### config.mk
export PLATFORM = sky130hd
export DESIGN_NAME = arp_cache_responder
export DESIGN_NICKNAME = d
export VERILOG_FILES = /design/src/rtl/core/arpc_pkg.sv /design/src/rtl/core/arpc_front.sv /design/src/rtl/core/arpc_back.sv /design/src/rtl/core/arp_cache_responder.sv
export SDC_FILE = /design/constraint.sdc
export NUM_CORES = 2
export LEC_CHECK = 0
export BUFFER_PORTS_ARGS = -buffer_cell sky130_fd_sc_hd__buf_2
export CORE_ASPECT_RATIO = 0.9
export CORE_MARGIN = 2
export CORE_UTILIZATION = 49
export CTS_CLUSTER_DIAMETER = 40
export DETAILED_ROUTE_END_ITERATION = 10
export PLACE_DENSITY = 0.66
export SYNTH_ARGS = -nofsm -noshare
export SYNTH_HDL_FRONTEND = slang
export SYNTH_SLANG_ARGS = --single-unit
### constraint.sdc
create_clock -name clock -period 13.39 [get_ports clock]
set_clock_uncertainty 0.1 [all_clocks]
set_input_delay 2.678 -clock clock [delete_from_list [all_inputs] [get_ports clock]]
set_output_delay 2.678 -clock clock [all_outputs]
set_load 0.01 [all_outputs]
### src/rtl/core/arpc_pkg.sv
package arpc_pkg;

   localparam int CACHE_ENTRIES = 16;
   localparam int IDX_W = (CACHE_ENTRIES > 1) ? $clog2(CACHE_ENTRIES) : 1;
   localparam int CNT_W = $clog2(CACHE_ENTRIES + 1);

   localparam int QUEUE_DEPTH = 2;
   localparam int Q_PTR_W = (QUEUE_DEPTH > 1) ? $clog2(QUEUE_DEPTH) : 1;
   localparam int Q_CNT_W = $clog2(QUEUE_DEPTH + 1);

   localparam logic       OP_PACKET   = 1'b0;
   localparam logic       OP_LOOKUP   = 1'b1;
   localparam logic [1:0] OPC_REQUEST = 2'd0;
   localparam logic [1:0] OPC_REPLY   = 2'd1;

   typedef struct packed {
      logic        operation;
      logic [1:0]  opcode;
      logic [31:0] sender_ip;
      logic [47:0] sender_mac;
      logic [31:0] target_ip;
   } req_type;

   typedef struct packed {
      logic        reply_valid;
      logic [31:0] reply_sender_ip;
      logic [47:0] reply_sender_mac;
      logic [31:0] reply_target_ip;
      logic [47:0] reply_target_mac;
      logic        lookup_hit;
      logic [47:0] lookup_mac;
      logic        store_dropped;
   } rsp_type;

   typedef enum logic [1:0] {
      CMD_IGNORE,
      CMD_LOOKUP,
      CMD_REQUEST,
      CMD_STORE
   } cmd_kind_type;

   typedef struct packed {
      cmd_kind_type kind;
      logic [31:0]  key_ip;
      logic [31:0]  sender_ip;
      logic [47:0]  sender_mac;
   } cmd_type;

   typedef enum logic [1:0] {
      BK_IDLE,
      BK_SCAN,
      BK_EMIT
   } back_state_type;

endpackage

### src/rtl/core/arpc_front.sv
module arpc_front (
   input  logic              clock,
   input  logic              reset,
   input  logic              req_push,
   output logic              req_full,
   input  arpc_pkg::req_type req_data,
   output logic              cmd_valid,
   input  logic              cmd_take,
   output arpc_pkg::cmd_type cmd
);

   localparam int Q_CNT_W = arpc_pkg::Q_CNT_W;
   localparam int Q_PTR_W = arpc_pkg::Q_PTR_W;

   arpc_pkg::cmd_type                 queue_ff [arpc_pkg::QUEUE_DEPTH];
   logic [arpc_pkg::Q_PTR_W-1:0]      wr_ptr_ff, wr_ptr_in;
   logic [arpc_pkg::Q_PTR_W-1:0]      rd_ptr_ff, rd_ptr_in;
   logic [arpc_pkg::Q_CNT_W-1:0]      count_ff, count_in;
   arpc_pkg::cmd_type                 class_cmd;
   logic                              push_ok;
   logic                              pop_ok;

   // classify the incoming item into the work the back end must do
   always_comb begin
      class_cmd.kind       = arpc_pkg::CMD_IGNORE;
      class_cmd.key_ip     = req_data.target_ip;
      class_cmd.sender_ip  = req_data.sender_ip;
      class_cmd.sender_mac = req_data.sender_mac;
      if (req_data.operation == arpc_pkg::OP_LOOKUP) begin
         if (req_data.target_ip != 32'd0) begin
            class_cmd.kind = arpc_pkg::CMD_LOOKUP;
         end
      end else begin
         unique case (req_data.opcode)
            arpc_pkg::OPC_REQUEST: begin
               if (req_data.target_ip != 32'd0) begin
                  class_cmd.kind = arpc_pkg::CMD_REQUEST;
               end
            end
            arpc_pkg::OPC_REPLY: begin
               // search for the first empty slot
               class_cmd.kind   = arpc_pkg::CMD_STORE;
               class_cmd.key_ip = 32'd0;
            end
            default: class_cmd.kind = arpc_pkg::CMD_IGNORE;
         endcase
      end
   end

   assign req_full  = (count_ff == Q_CNT_W'(arpc_pkg::QUEUE_DEPTH));
   assign cmd_valid = (count_ff != '0);
   assign cmd       = queue_ff[rd_ptr_ff];
   assign push_ok   = req_push && !req_full;
   assign pop_ok    = cmd_take && cmd_valid;

   always_comb begin
      wr_ptr_in = wr_ptr_ff;
      rd_ptr_in = rd_ptr_ff;
      count_in  = count_ff;
      if (push_ok) begin
         wr_ptr_in = (wr_ptr_ff == Q_PTR_W'(arpc_pkg::QUEUE_DEPTH - 1)) ? '0
                     : wr_ptr_ff + 1'b1;
      end
      if (pop_ok) begin
         rd_ptr_in = (rd_ptr_ff == Q_PTR_W'(arpc_pkg::QUEUE_DEPTH - 1)) ? '0
                     : rd_ptr_ff + 1'b1;
      end
      if (push_ok && !pop_ok) begin
         count_in = count_ff + 1'b1;
      end else if (pop_ok && !push_ok) begin
         count_in = count_ff - 1'b1;
      end
   end

   always_ff @(posedge clock) begin
      if (reset) begin
         wr_ptr_ff <= '0;
         rd_ptr_ff <= '0;
         count_ff  <= '0;
      end else begin
         wr_ptr_ff <= wr_ptr_in;
         rd_ptr_ff <= rd_ptr_in;
         count_ff  <= count_in;
      end
   end

   always_ff @(posedge clock) begin
      if (push_ok) begin
         queue_ff[wr_ptr_ff] <= class_cmd;
      end
   end

   a_count_bound: assert property (@(posedge clock) disable iff (reset)
      count_ff <= Q_CNT_W'(arpc_pkg::QUEUE_DEPTH))
      else $error("command queue over its depth");

   a_count_track: assert property (@(posedge clock) disable iff (reset)
      (push_ok && !pop_ok) |=> (count_ff == $past(count_ff) + 1'b1))
      else $error("command queue count lost a push");

endmodule

### src/rtl/core/arpc_back.sv
module arpc_back (
   input  logic              clock,
   input  logic              reset,
   input  logic              cmd_valid,
   output logic              cmd_take,
   input  arpc_pkg::cmd_type cmd,
   output logic              rsp_empty,
   input  logic              rsp_pop,
   output arpc_pkg::rsp_type rsp_data
);

   localparam int IDX_W = arpc_pkg::IDX_W;
   localparam int CNT_W = arpc_pkg::CNT_W;

   logic [31:0]                        entry_ip_ff  [arpc_pkg::CACHE_ENTRIES];
   logic [47:0]                        entry_mac_ff [arpc_pkg::CACHE_ENTRIES];
   logic [arpc_pkg::CACHE_ENTRIES-1:0] entry_valid_ff;

   arpc_pkg::back_state_type state_ff, state_in;
   logic [CNT_W-1:0]         idx_ff, idx_in;
   arpc_pkg::cmd_type        cmd_ff, cmd_in;
   logic                     hit_ff, hit_in;
   logic [47:0]              hit_mac_ff, hit_mac_in;
   logic                     res_valid_ff, res_valid_in;
   arpc_pkg::rsp_type        res_ff, res_in;

   logic [IDX_W-1:0]         rd_idx;
   logic [31:0]              rd_ip;
   logic [47:0]              rd_mac;
   logic                     wr_en;
   logic                     res_load;

   // an entry never written reads as empty
   assign rd_idx = idx_ff[IDX_W-1:0];
   assign rd_ip  = entry_valid_ff[rd_idx] ? entry_ip_ff[rd_idx]  : 32'd0;
   assign rd_mac = entry_valid_ff[rd_idx] ? entry_mac_ff[rd_idx] : 48'd0;

   always_comb begin
      state_in     = state_ff;
      idx_in       = idx_ff;
      cmd_in       = cmd_ff;
      hit_in       = hit_ff;
      hit_mac_in   = hit_mac_ff;
      res_valid_in = res_valid_ff && !rsp_pop;
      res_in       = res_ff;
      cmd_take     = 1'b0;
      wr_en        = 1'b0;
      res_load     = 1'b0;
      unique case (state_ff)
         arpc_pkg::BK_IDLE: begin
            if (cmd_valid) begin
               cmd_take   = 1'b1;
               cmd_in     = cmd;
               idx_in     = '0;
               hit_in     = 1'b0;
               hit_mac_in = 48'd0;
               state_in   = (cmd.kind == arpc_pkg::CMD_IGNORE) ? arpc_pkg::BK_EMIT
                            : arpc_pkg::BK_SCAN;
            end
         end
         arpc_pkg::BK_SCAN: begin
            // walk one entry a cycle; stop at the lowest match
            if (rd_ip == cmd_ff.key_ip) begin
               hit_in     = 1'b1;
               hit_mac_in = rd_mac;
               wr_en      = (cmd_ff.kind == arpc_pkg::CMD_STORE);
               state_in   = arpc_pkg::BK_EMIT;
            end else if (idx_ff == CNT_W'(arpc_pkg::CACHE_ENTRIES - 1)) begin
               state_in = arpc_pkg::BK_EMIT;
            end else begin
               idx_in = idx_ff + 1'b1;
            end
         end
         arpc_pkg::BK_EMIT: begin
            // hold until the output register is free
            if (!res_valid_ff || rsp_pop) begin
               res_load     = 1'b1;
               res_valid_in = 1'b1;
               res_in       = '0;
               unique case (cmd_ff.kind)
                  arpc_pkg::CMD_LOOKUP: begin
                     res_in.lookup_hit = hit_ff;
                     res_in.lookup_mac = hit_mac_ff;
                  end
                  arpc_pkg::CMD_REQUEST: begin
                     if (hit_ff) begin
                        res_in.reply_valid      = 1'b1;
                        res_in.reply_sender_ip  = cmd_ff.key_ip;
                        res_in.reply_sender_mac = hit_mac_ff;
                        res_in.reply_target_ip  = cmd_ff.sender_ip;
                        res_in.reply_target_mac = cmd_ff.sender_mac;
                     end
                  end
                  arpc_pkg::CMD_STORE: res_in.store_dropped = !hit_ff;
                  arpc_pkg::CMD_IGNORE: res_in = '0;
                  default: res_in = '0;
               endcase
               state_in = arpc_pkg::BK_IDLE;
            end
         end
         default: state_in = arpc_pkg::BK_IDLE;
      endcase
   end

   always_ff @(posedge clock) begin
      if (reset) begin
         state_ff       <= arpc_pkg::BK_IDLE;
         res_valid_ff   <= 1'b0;
         entry_valid_ff <= '0;
      end else begin
         state_ff     <= state_in;
         res_valid_ff <= res_valid_in;
         if (wr_en) begin
            entry_valid_ff[rd_idx] <= 1'b1;
         end
      end
   end

   always_ff @(posedge clock) begin
      idx_ff     <= idx_in;
      cmd_ff     <= cmd_in;
      hit_ff     <= hit_in;
      hit_mac_ff <= hit_mac_in;
      res_ff     <= res_in;
      if (wr_en) begin
         entry_ip_ff[rd_idx]  <= cmd_ff.sender_ip;
         entry_mac_ff[rd_idx] <= cmd_ff.sender_mac;
      end
   end

   assign rsp_empty = !res_valid_ff;
   assign rsp_data  = res_ff;

   a_idx_range: assert property (@(posedge clock) disable iff (reset)
      (state_ff == arpc_pkg::BK_SCAN) |-> (idx_ff < CNT_W'(arpc_pkg::CACHE_ENTRIES)))
      else $error("cache walk beyond last entry");

   a_load_free: assert property (@(posedge clock) disable iff (reset)
      res_load |-> (!res_valid_ff || rsp_pop))
      else $error("result overwritten before transfer");

   a_one_flag: assert property (@(posedge clock) disable iff (reset)
      res_valid_ff |->
         ($countones({res_ff.reply_valid, res_ff.lookup_hit, res_ff.store_dropped}) <= 1))
      else $error("result carries more than one outcome");

   a_take_idle: assert property (@(posedge clock) disable iff (reset)
      cmd_take |=> (state_ff != arpc_pkg::BK_IDLE))
      else $error("command taken but back end stayed idle");

endmodule

### src/rtl/core/arp_cache_responder.sv
// ARP cache and responder.
// Input side is a queue: drive req_data and raise req_push; the item transfers
// at a clock edge where req_full is low. Each item yields exactly one result.
// Result side is a queue too: while rsp_empty is low the oldest result sits on
// rsp_data, and it transfers at an edge where rsp_pop is high.
// A received request that hits the cache gives a reply, a received reply is
// stored in the first empty slot (store_dropped when none is left), and a
// lookup returns the cached MAC for a nonzero IP.
// Items are classified on entry and held in a two-deep command queue; the back
// end walks the cache one entry per cycle and stops at the first match, while
// an ignored item skips the walk. Items are served one at a time: the next
// command is taken only after the last result is loaded into the output
// register.
// A finished result waits in the output register while the sender keeps
// pushing into the command queue; when the receiver stalls the queue fills
// and req_full rises.
// Synchronous reset empties both queues and marks every cache entry empty;
// no clearing pass is needed, so items are taken in the first cycle after.
module arp_cache_responder (
   input  logic              clock,
   input  logic              reset,
   input  logic              req_push,
   output logic              req_full,
   input  arpc_pkg::req_type req_data,
   output logic              rsp_empty,
   input  logic              rsp_pop,
   output arpc_pkg::rsp_type rsp_data
);

   logic              cmd_valid;
   logic              cmd_take;
   arpc_pkg::cmd_type cmd;

   arpc_front u_front (
      .clock     (clock),
      .reset     (reset),
      .req_push  (req_push),
      .req_full  (req_full),
      .req_data  (req_data),
      .cmd_valid (cmd_valid),
      .cmd_take  (cmd_take),
      .cmd       (cmd)
   );

   arpc_back u_back (
      .clock     (clock),
      .reset     (reset),
      .cmd_valid (cmd_valid),
      .cmd_take  (cmd_take),
      .cmd       (cmd),
      .rsp_empty (rsp_empty),
      .rsp_pop   (rsp_pop),
      .rsp_data  (rsp_data)
   );

endmodule

==> flow_metrics.tcl <==
set metrics [dict create \
    endpoint "u_back.entry_ip_ff[9][22]" \
    vdd_drop_max_uv 151.0 \
    yosys_warnings 0 \
    diodes 0 \
    drive_gt1_frac 0.3155 \
    fmax_ghz 0.1304 \
    cts_max_level 4 \
    cts_tree "yes" \
    cts_hold_buf 0 \
    required_ps 13730 \
    leakagePower_nw 27.42 \
    cap_violations 0 \
    worstSetupPathType "flop to flop" \
    portBuffers 331 \
    yosysSeqAreaShare 0.7925 \
    worstSetupPathDepth 12 \
    rsz0062_at_grt "no" \
    post_drt_wl_per_cell_um 28.01 \
    cp.arrival_ps 8010 \
    post_dp_cell_area_um2 76170 \
    cp_slowest_cell "nor3_2" \
    finalCritPeriodShare 0.5726 \
    path_buf_inv 4 \
    synth-edff-count 1887 \
    syn_area_um2 72210 \
    grt_first_pass_wirelength_um 240100 \
    pin_count 332 \
    antenna_found_initial 7 \
    die_height_um 368.2 \
    grt_pass1_vias 34810 \
    critical-path-max-stage-delay_ps 890 \
    path_common_cell "buf_4" \
    cts_num_sinks 1915 \
    setup_viol 0 \
    final_cell_mix "edfxtp_1 (1887), mux4_2 (349), buf_2 (331)" \
    multiInputGateArea_um2 14200 \
    regArea_um2 57240 \
    netlist_instances 3306 \
    timing.final.hold_violations 0 \
    num_vias 34370 \
    mostFrequentLayoutCell "edfxtp_1" \
    finalMaxSlewViolations 0 \
    hpwl_um 95730 \
    globalRouteOverflowTotal 0 \
    drtIter0Drc 3812 \
    syn_nets 3431 \
    dr.pass1.iters 5 \
    die_area_um2 150500 \
    num-nets-final 3882 \
    end_kind "flop" \
    yosysUniqueCellTypes 72 \
    cp_max_fo 46 \
    worstMarginPinSlew_ps 1149 \
    avgSynthCellArea_um2 21.84 \
    clk_pin_slew_ps 60 \
    critPathTopFamily "buffers and inverters" \
    core_um2 146300 \
    synthArstFlopShare 0 \
    cp-start-kind "flop" \
    cts_buffers 217 \
    drt-total-wl_um 165400 \
    cts_root_buffer "clkbuf_16" \
    min_period_ps 7667 \
    ys_ff_latch 1915 \
    nFillCells 10580 \
    route.detailed.drc 0 \
    cts_resized 0 \
    grtUsageTotal 0.2198 \
    path_cells "buf_4 -> buf_4 -> mux4_2 -> o22ai_1 -> o22ai_1 -> a211o_1 -> a32oi_1 -> and4b_1 -> nand3_2 -> nor3_2 -> buf_4 -> buf_4" \
    area_growth_syn_to_layout_pct 16.07 \
    grt_start_max_net_pins 73 \
    fp.dieW_um 408.6 \
    slew_headroom 0.2341 \
    gp_congestion 0.8563 \
    yosys_most_used_dff "edfxtp_1" \
    r2r_end "u_back.entry_ip_ff[9][22]" \
    post-place-ws_ps 5616 \
    setup_tns_ps 0 \
    rrSetupSlack_ps 5720 \
    row_count 133 \
    start_util 0.4936 \
    antenna_left 0 \
    power.density_nw_per_um2 216.7 \
    via_per_inst 5.823 \
    postCtsSetupRepairBufs 0 \
    finalWorstSetupSlack_ps 5723 \
    stdcell_area_um2 83810 \
    clock_path_buffers 3 \
    clk_latency_ps 830 \
    r2r_cells 12 \
    status "finished clean" \
    hold_class "flop to flop" \
]
## routing by layer
layer | GRT usage | up-vias | wire (µm)
met5 | 0 | - | 13
met4 | 0.06117 | 2 | 3565
met3 | 0.05508 | 249 | 14490
met2 | 0.3341 | 1428 | 76860
met1 | 0.3191 | 18140 | 70440
li1 | - | 14560 | -
## tightest hold or removal path, cell delays in order (launching register included)
cell	delay (ps)
dfxtp_1	320
nand2_1	50
o41ai_1	50
## flip-flops by register name, summed over array words and instances (netlist names), named ones only
signal and count:
u_back.idx_ff 5, u_front.queue_ff 228, u_back.hit_ff 1, u_back.cmd_ff 114, u_back.hit_mac_ff 48, u_back.state_ff 2
u_back.entry_mac_ff 768, u_front.count_ff 2, u_back.rsp_data 211, u_front.wr_ptr_ff 1, u_back.entry_ip_ff 512, u_back.entry_valid_ff 16
u_back.res_valid_ff 1, u_front.rd_ptr_ff 1
## stage by stage
stage	total power [mW]	std cells	util	hold slack, ps
final	18.16	5903	0.5730	343.8
after global routing	18.82	5903	0.5730	370.1
after CTS	18.32	5903	0.5730	341.6
after detailed placement	12.13	5495	0.5208	328.4
after global placement	12.06	5495	0.5208	322.8
after floorplan	10.73	3306	-	314.4
## report_power, final
part / internal (mW) / total (mW) / switching, mW / leakage (nW)
combinational: 1.37 / 3.08 / 1.71 / 6.30
clock: 3.75 / 6.19 / 2.44 / 3.67
sequential: 7.87 / 8.89 / 1.02 / 17.4
total: 13.0 / 18.2 / 5.17 / 27.4
## cells in the mapped netlist, types with 3 or more instances
cell	instances	share of area
edfxtp_1	1887	0.78
mux4_2	349	0.11
and2_1	215	0.019
mux2_2	119	0.019
clkbuf_1	95	0.0049
mux2i_1	76	0.011
and3_1	54	0.0047
nand2_1	41	0.0021
nor2b_1	40	0.0035
nor2_1	36	0.0019
inv_1	31	0.0016
dfxtp_1	28	0.0078
a22oi_1	27	0.0028
a21oi_1	25	0.0017
buf_1	24	0.0012
buf_2	20	0.0014
nor3_1	19	0.0013
buf_4	16	0.0017
nand4_1	16	0.0014
nand3_1	11	0.00076
nand2b_1	10	0.00087
nor4_1	10	0.00087
o21ai_0	10	0.00069
o22ai_1	10	0.00087
o41ai_1	10	0.0012
a211oi_1	9	0.00094
xnor2_1	9	0.0011
a221oi_1	7	0.00085
buf_6	7	0.0011
nand3b_1	7	0.00073
xor2_1	7	0.00085
ha_1	6	0.0010
a211o_1	4	0.00049
a41oi_1	4	0.00049
nor3b_1	4	0.00042
o21a_1	4	0.00042
o21ai_1	4	0.00028
a2111oi_0	3	0.00036
a31oi_1	3	0.00026
and4_1	3	0.00036
clkinv_1	3	0.00016
o2111ai_1	3	0.00036
or3_1	3	0.00026
## cells by family (layout without fill, tap and decap cells)
kind of cell	after synthesis	after routing	synth area share
AOI/OAI and AO/OA	145	145	0.01466
buffers and inverters	196	836	0.01210
muxes	544	544	0.1379
xor gates and xnor gates	16	16	0.001941
adders and majority gates	6	6	0.001040
and+or+nand+nor	484	484	0.03980
DFF	1915	1915	0.7925
## worst min-delay path by stage
stage,start,depth (start not counted),to
2_1_floorplan,u_back.entry_valid_ff[10],2,u_back.entry_valid_ff[10]
3_3_place_gp,u_back.entry_valid_ff[2],2,u_back.entry_valid_ff[2]
3_5_place_dp,u_back.entry_valid_ff[2],2,u_back.entry_valid_ff[2]
4_1_cts,u_back.entry_valid_ff[2],2,u_back.entry_valid_ff[2]
5_1_grt,u_back.entry_valid_ff[13],2,u_back.entry_valid_ff[13]
6_report,u_back.entry_valid_ff[2],2,u_back.entry_valid_ff[2]
## layout make-up
class / instances / area share
sequential: 1915 / 0.6830
multi-input combinational: 1195 / 0.1694
clock buffer: 253 / 0.06742
tap: 1957 / 0.02922
timing repair buffer: 394 / 0.02541
clock inverter: 155 / 0.02366
inverter: 34 / 0.001851
No activity file was read; power rests on OpenSTA's default activity.
